**src/rtl/prs_pkg.sv**
```systemverilog
// Shared types, sizes and codes for the periodic repeat suppressor.
// No dependencies.
`default_nettype none
package prs_pkg;
  localparam int HISTORY_DEPTH    = 64;
  localparam int MAX_PERIOD_LIMIT = 16;
  localparam int TOK_W  = 51;
  localparam int AW     = $clog2(HISTORY_DEPTH);
  localparam int FW     = $clog2(HISTORY_DEPTH + 1);
  localparam int LW     = $clog2(MAX_PERIOD_LIMIT + 1);
  localparam int PW     = (MAX_PERIOD_LIMIT > 1) ? $clog2(MAX_PERIOD_LIMIT) : 1;
  localparam int HSIZE_W = 7;
  localparam int MAXP_W  = 5;
  localparam int CNT_W   = 32;
  localparam int IN_W    = 56;
  localparam int OUT_W   = 40;

  localparam logic [1:0] CFG_ENABLE = 2'd0;
  localparam logic [1:0] CFG_HSIZE  = 2'd1;
  localparam logic [1:0] CFG_MAXP   = 2'd2;

  typedef logic [TOK_W-1:0] token_t;

  typedef enum logic [1:0] {
    ACT_LOG  = 2'd0,
    ACT_DROP = 2'd1,
    ACT_SUM  = 2'd2
  } action_t;

  typedef enum logic [1:0] {
    EV_OFF, EV_DROP, EV_SUM, EV_LOG
  } ev_t;

  typedef enum logic [4:0] {
    OP_NONE, OP_LOAD, OP_EVAL, OP_RD0, OP_SET1, OP_SETMAX, OP_CLRLEN, OP_LENDEC,
    OP_RDL, OP_PAIRINIT, OP_RDPAIR, OP_INCI, OP_DISTINIT, OP_RDDIST, OP_NEXTROW,
    OP_INCJ, OP_COPYINIT, OP_RDCOPY, OP_CWR, OP_FINISH, OP_OUT
  } dp_op_t;

  typedef enum logic [3:0] {
    S_IDLE, S_EVAL, S_RD0, S_C0, S_LEN, S_LCMP, S_PAIR, S_PCMP,
    S_DIST, S_DCMP, S_COPY, S_CWR, S_FIN, S_OUT
  } state_t;

  typedef struct packed {
    ev_t  ev;
    logic fill_ge1;
    logic a_eq_cur;
    logic a_eq_b;
    logic len_lt2;
    logic fill_short;
    logic i_last;
    logic j_end;
    logic out_free;
  } dp_status_t;
endpackage
`default_nettype wire

```
**src/rtl/prs_ctrl.sv**
```systemverilog
// Sequencer for the suppressor: walks the pattern check and period search.
// Depends on prs_pkg; drives prs_datapath through dp_op_t commands.
`default_nettype none
module prs_ctrl
  import prs_pkg::*;
(
  input  wire logic       clk,
  input  wire logic       rst_n,
  input  wire logic       in_tvalid,
  output logic            in_tready,
  input  wire dp_status_t st,
  output dp_op_t          op
);
  state_t state_r, state_nxt;

  always_ff @(posedge clk) begin
    if (!rst_n) begin
      state_r <= S_IDLE;
    end else begin
      state_r <= state_nxt;
    end
  end

  always_comb begin
    state_nxt = state_r;
    op        = OP_NONE;
    in_tready = 1'b0;
    case (state_r)
      S_IDLE: begin
        in_tready = 1'b1;
        if (in_tvalid) begin
          op = OP_LOAD;
          state_nxt = S_EVAL;
        end
      end
      S_EVAL: begin
        op = OP_EVAL;
        if (st.ev == EV_OFF || st.ev == EV_DROP) state_nxt = S_OUT;
        else state_nxt = S_RD0;
      end
      S_RD0: begin
        if (st.fill_ge1) begin
          op = OP_RD0;
          state_nxt = S_C0;
        end else begin
          op = OP_SETMAX;
          state_nxt = S_LEN;
        end
      end
      S_C0: begin
        if (st.a_eq_cur) begin
          op = OP_SET1;
          state_nxt = S_FIN;
        end else begin
          op = OP_SETMAX;
          state_nxt = S_LEN;
        end
      end
      S_LEN: begin
        if (st.len_lt2) begin
          op = OP_CLRLEN;
          state_nxt = S_FIN;
        end else if (st.fill_short) begin
          op = OP_LENDEC;
        end else begin
          op = OP_RDL;
          state_nxt = S_LCMP;
        end
      end
      S_LCMP: begin
        if (st.a_eq_cur) begin
          op = OP_PAIRINIT;
          state_nxt = S_PAIR;
        end else begin
          op = OP_LENDEC;
          state_nxt = S_LEN;
        end
      end
      S_PAIR: begin
        if (st.i_last) begin
          op = OP_DISTINIT;
          state_nxt = S_DIST;
        end else begin
          op = OP_RDPAIR;
          state_nxt = S_PCMP;
        end
      end
      S_PCMP: begin
        if (st.a_eq_b) begin
          op = OP_INCI;
          state_nxt = S_PAIR;
        end else begin
          op = OP_LENDEC;
          state_nxt = S_LEN;
        end
      end
      S_DIST: begin
        if (st.i_last) begin
          op = OP_COPYINIT;
          state_nxt = S_COPY;
        end else if (st.j_end) begin
          op = OP_NEXTROW;
        end else begin
          op = OP_RDDIST;
          state_nxt = S_DCMP;
        end
      end
      S_DCMP: begin
        if (st.a_eq_b) begin
          op = OP_LENDEC;
          state_nxt = S_LEN;
        end else begin
          op = OP_INCJ;
          state_nxt = S_DIST;
        end
      end
      S_COPY: begin
        if (st.i_last) begin
          state_nxt = S_FIN;
        end else begin
          op = OP_RDCOPY;
          state_nxt = S_CWR;
        end
      end
      S_CWR: begin
        op = OP_CWR;
        state_nxt = S_COPY;
      end
      S_FIN: begin
        op = OP_FINISH;
        state_nxt = S_OUT;
      end
      S_OUT: begin
        if (st.out_free) begin
          op = OP_OUT;
          state_nxt = S_IDLE;
        end
      end
      default: state_nxt = S_IDLE;
    endcase
  end
endmodule
`default_nettype wire

```
**config.mk**
```make
export PLATFORM = sky130hd
export DESIGN_NAME = prs_ctrl
export DESIGN_NICKNAME = d
export VERILOG_FILES = /design/src/rtl/prs_pkg.sv /design/src/rtl/prs_ctrl.sv
export SDC_FILE = /design/constraint.sdc
export NUM_CORES = 1
export LEC_CHECK = 0
export ABC_AREA = 1
export BUFFER_PORTS_ARGS = -buffer_cell sky130_fd_sc_hd__clkbuf_2
export CORE_MARGIN = 3
export CORE_UTILIZATION = 45
export DETAILED_ROUTE_END_ITERATION = 8
export GPL_ROUTABILITY_DRIVEN = 0
export PLACE_DENSITY = 0.74
export SKIP_LAST_GASP = 1
export SLEW_MARGIN = 20
export SYNTH_ARGS = -nofsm -noshare
export SYNTH_HDL_FRONTEND = slang
export SYNTH_SLANG_ARGS = --single-unit
```
**constraint.sdc**
```tcl
create_clock -name clk -period 1.19 [get_ports clk]
set_input_delay 0.119 -clock clk [delete_from_list [all_inputs] [get_ports clk]]
set_output_delay 0.119 -clock clk [all_outputs]
set_load 0.02 [all_outputs]
```
==> results.md, run 1 <==
* Run status: did not finish
* Failing step: 5_1_grt
* Log Error: [ERROR DPL-0033] detailed placement checks failed during check placement.
* Complex-gate fraction of the synthesized area at 0.137
* Number of core rows at 13
* Clk buf depth at 2
* Leading area contributor after synthesis: nand2_1
* Largest cells by area after synthesis: nand2_1 23%, dfxtp_1 12%, nor2_1 9.8%, inv_1 6.9%, nand3_1 6.2%
* Distinct cells, synth at 21
* Chip Width at 44.0 µm
* Port buffer count at 17
* Post-synthesis sequential area ratio at 0.124
* Largest family of logic cells by synthesized area: simple AND/OR/NAND/NOR gates
* Largest net degree at the start of global routing at 7
* Mux contribution to synthesized area at 0
* Antenna violations before repair at 0
* Yosys reg bits at 4
* Post-Syn Instances at 127
* I/O Pins at 19
* CTS H-tree depth at 1
* Warnings from Yosys at 0
* DP Worst Slack at -0.188 ns
* Die Y at 44.0 µm
* Clock sink count at 4
* Clk root buf: clkbuf_4
* Syn nets at 140
* GR repair worst EP: op[3]
* Synth top area share at 0.232
* Post-Syn Area at 648 µm²
* Initial core utilization at 0.486
* Detailed Place HPWL at 1670 µm
* Post-synthesis adder-cell area fraction at 0
* Hold buffers post-CTS at 0
* Worst ep type: top-level output
* XOR/XNOR Fraction of Synth Area at 0
* Synthesized area per cell at 5.10 µm²
* CTS buffer count at 3
* Simple-gate share of the synthesized area at 0.624
metrics by stage:
step	instance area, µm²	cells
global placement	925	176
detailed placement	925	176
CTS	1150	188
floorplan	693	127
what timing repair did:
action                                  4_1_cts
pin swaps                                    13
endpoints found under the setup margin       10
buffers inserted                              8
resized for setup                            35
cells by family after synthesis:
group           after synthesis
buf+inv                      20
flops                         4
simple gates                 87
compound gates               16
cell usage after synthesis (all sizes together):
| library cell | count |
|---|---|
| nor2 | 21 |
| o31ai | 1 |
| nor3b | 1 |
| inv | 19 |
| nand4 | 3 |
| nand3 | 11 |
| a21oi | 5 |
| o21ai | 9 |
| nor3 | 4 |
| o211ai | 1 |
| dfxtp | 4 |
| nand2 | 46 |
| clkinv | 1 |
| or3 | 1 |
==> run 2, diff against run 1 <==
--- a/config.mk
+++ b/config.mk
@@ -7,11 +7,11 @@
 export LEC_CHECK = 0
 export ABC_AREA = 1
 export BUFFER_PORTS_ARGS = -buffer_cell sky130_fd_sc_hd__clkbuf_2
-export CORE_MARGIN = 3
-export CORE_UTILIZATION = 45
+export CORE_AREA = 3 3 64 66
 export DETAILED_ROUTE_END_ITERATION = 8
+export DIE_AREA = 0 0 67 69
 export GPL_ROUTABILITY_DRIVEN = 0
-export PLACE_DENSITY = 0.74
+export PLACE_DENSITY_LB_ADDON = 0.15
 export SKIP_LAST_GASP = 1
 export SLEW_MARGIN = 20
 export SYNTH_ARGS = -nofsm -noshare
==> constraint.sdc (replaced) <==
create_clock -name clk -period 1.55 [get_ports clk]
set_input_delay 0.155 -clock clk [delete_from_list [all_inputs] [get_ports clk]]
set_output_delay 0.155 -clock clk [all_outputs]
set_load 0.02 [all_outputs]
==> results.md, run 2 <==
* CP max stage delay at 0.39 ns
* Routed wire length at 2370 µm
* Failing checks: setup timing
* Synth top area share at 0.232 (unchanged)
* Clk buf depth at 2 (unchanged)
* Total core area at 0.00363 mm²
* Pleak at 0.568 nW
* Tcrit/Tclk final at 1.05
* Warnings from Yosys at 0 (unchanged)
* Fin worst setup slack at -0.0785 ns
* Fmax achieved at 614 MHz
* Yosys reg bits at 4 (unchanged)
* Number of core rows at 22 (+9)
* Remaining DRCs at 0
* Final nets at 181
* # diodes at 0
* Clock sink count at 4 (unchanged)
* Clk_lat worst skew at 0.21 ns
* Largest cells by area after synthesis: nand2_1 23%, dfxtp_1 12%, nor2_1 9.8%, inv_1 6.9%, nand3_1 6.2%
* Largest register by flop count: state_r
* Largest net degree at the start of global routing at 7
* Syn nets at 140 (unchanged)
* DRT Pass-1 Iters at 4
* Busiest layer in global routing: met1
* Grt met3 use at 0.0309
* Largest regs: state_r x4
* Chip Width at 67 µm (+52%)
* Most frequent cells in the layout: 36 x nand2_1, 21 x buf_4, 16 x nor2_1, 14 x clkbuf_2, 11 x inv_1
* CTS H-tree depth at 1 (unchanged)
* Synthesized area per cell at 5.10 µm² (unchanged)
* Sequential cell area at 95.1 µm²
* Cell area power density at 1960 mW/mm²
* Leading area contributor after synthesis: nand2_1
* Met1 usage at 0.152
* Avg WL per Cell at 11.1 µm
* Run status: finished, violations left
* Initial core utilization at 0.178 (-0.308)
* Vias at 946
* Fillers at 425
* Clk root buf: clkbuf_8
* Max_cap viols at 0
* Port buffer count at 17 (unchanged)
* Max FFs per register at 4
* DRT antenna net count at 0
* I/O Pins at 19 (unchanged)
* Critical Path Fanout Max at 5
* Final hold vios at 0
* Post-Syn Area at 648 µm² (unchanged)
* Post-layout minimum cycle time at 1.63 ns
* Post-synthesis sequential area ratio at 0.124 (unchanged)
* Worst Hold Class: primary input to register
* Die Area at 0.00462 mm²
* Commonest non-fill, non-tap cell in the layout: nand2_1
* Slew at the pin closest to its max-slew limit at 0.227 ns
* Max IR drop VDD at 0.00110 V
* Antenna violations before repair at 0
* Slew margin rel. at 0.847
* CP Data Arrival Time at 1.47 ns
* RSZ-0062 raised after global routing: true
* Async set-or-reset flop fraction in the synthesized netlist at 0 (unchanged)
* Top-count cell post-synth: nand2_1
* Die Y at 69 µm (+57%)
* Layout cells sized above 1 at 0.458
* GRT Overall Usage at 0.103
* Initial drt markers at 58
* Global route overflow at 0
* Hold Slack at 0.202 ns
* Clock slew at reported path FFs at 0.03 ns
* Layout area overhead at 67.8%
* CTS buffer count at 3 (unchanged)
* EDFF count, synth at 0 (unchanged)
* Detailed Place HPWL at 1850 µm (+11%)
* First-pass GRT wire length at 3790 µm
* Met2 usage at 0.152
* Vias in the first global route at 833
* Critical path, cell by cell: inv_4, nand2_4, nor2_2, nand2_1, o21ai_2, or3_1, clkbuf_8
* Setup violators final at 4
* Post-Syn Instances at 127 (unchanged)
* Crit path capture type: output pin
* Most common library cells after synthesis: 40 x nand2_1, 17 x nor2_1, 12 x inv_1
* Prevailing post-synth register cell: dfxtp_1
* Final number of max-transition violations at 0
* Via density per instance at 4.42
* Clock tree from TritonCTS: built
* Distinct cells, synth at 21 (unchanged)
* Setup CP Type: register to output pin
* Worst clock skew at 0.00449 ns
* Multi-input gate area at 568 µm²
* Pwr Total at 2.13 mW
* Startpoint types: register
* Slowest cell on crit path: dfxtp_4
* Worst EP required at 1.39 ns
==> run 2: cells by family after synthesis <==
| group | after synthesis | share of synthesized area |
|---|---|---|
| buffers and inverters | 20 | 0.116 |
| and+or+nand+nor | 87 | 0.624 |
| DFF | 4 | 0.124 |
| AOI/OAI and AO/OA | 16 | 0.137 |
==> run 2: layout make-up <==
class / instances / area share
clock buffer: 3 / 0.0380
timing repair buffer: 36 / 0.222
sequential: 4 / 0.0875
multi-input combinational: 103 / 0.522
tap: 48 / 0.0552
inverter: 20 / 0.0748
==> run 2: worst paths after layout <==
check	to	from	cells after the start	slack (ns)
setup / recovery	op[3]	state_r[3]$_SDFFE_PN0P_	7	-0.08
hold reg to reg	state_r[3]$_SDFFE_PN0P_	state_r[3]$_SDFFE_PN0P_	2	0.56
setup reg to reg	state_r[0]$_SDFFE_PN0P_	state_r[3]$_SDFFE_PN0P_	11	0.15
hold / removal	state_r[0]$_SDFFE_PN0P_	rst_n	3	0.20
==> run 2: worst max-delay path: cells and delay by family, from the launching register on <==
kind,cells,cell delay [ns]
flip-flops,1,0.39
buffers and inverters,2,0.22
AND/OR/NAND/NOR,4,0.58
AO/OA/AOI/OAI,1,0.05
==> run 2: per-stage QoR <==
stage	worst slack (ns)	cells	TNS, ns	util	instance area [µm²]
after global routing	-0.192	214	-0.696	0.299	1090
after global placement	0.00823	198	0	0.231	838
after detailed placement	0.0148	198	0	0.231	838
after floorplan	0.195	127	0	-	648
after CTS	-0.0721	205	-0.262	0.270	982
final	-0.0785	214	-0.221	0.299	1090
==> run 2: metal layers <==
metal / vias up / routed length, µm
li1: 490 / -
met1: 430 / 1070
met2: 26 / 1140
met3: 0 / 163
met4: 0 / 0
met5: - / 0
==> run 2: report_power, final <==
group	switching, mW	leakage, nW	internal (mW)
clock network	0.0485	0.0216	0.165
logic	0.950	0.511	0.687
registers	0.0986	0.0356	0.177
==> run 2: repair_timing <==
| action | CTS | global route |
|---|---|---|
| hold endpoints to repair | 0 | 0 |
| setup buffers | 4 | 9 |
| endpoints found under the setup margin | 5 | 5 |
| pin swaps | 3 | 7 |
| hold buffers | 0 | 0 |
| gates resized for setup | 24 | 13 |
(Power assumes the default switching activity.)
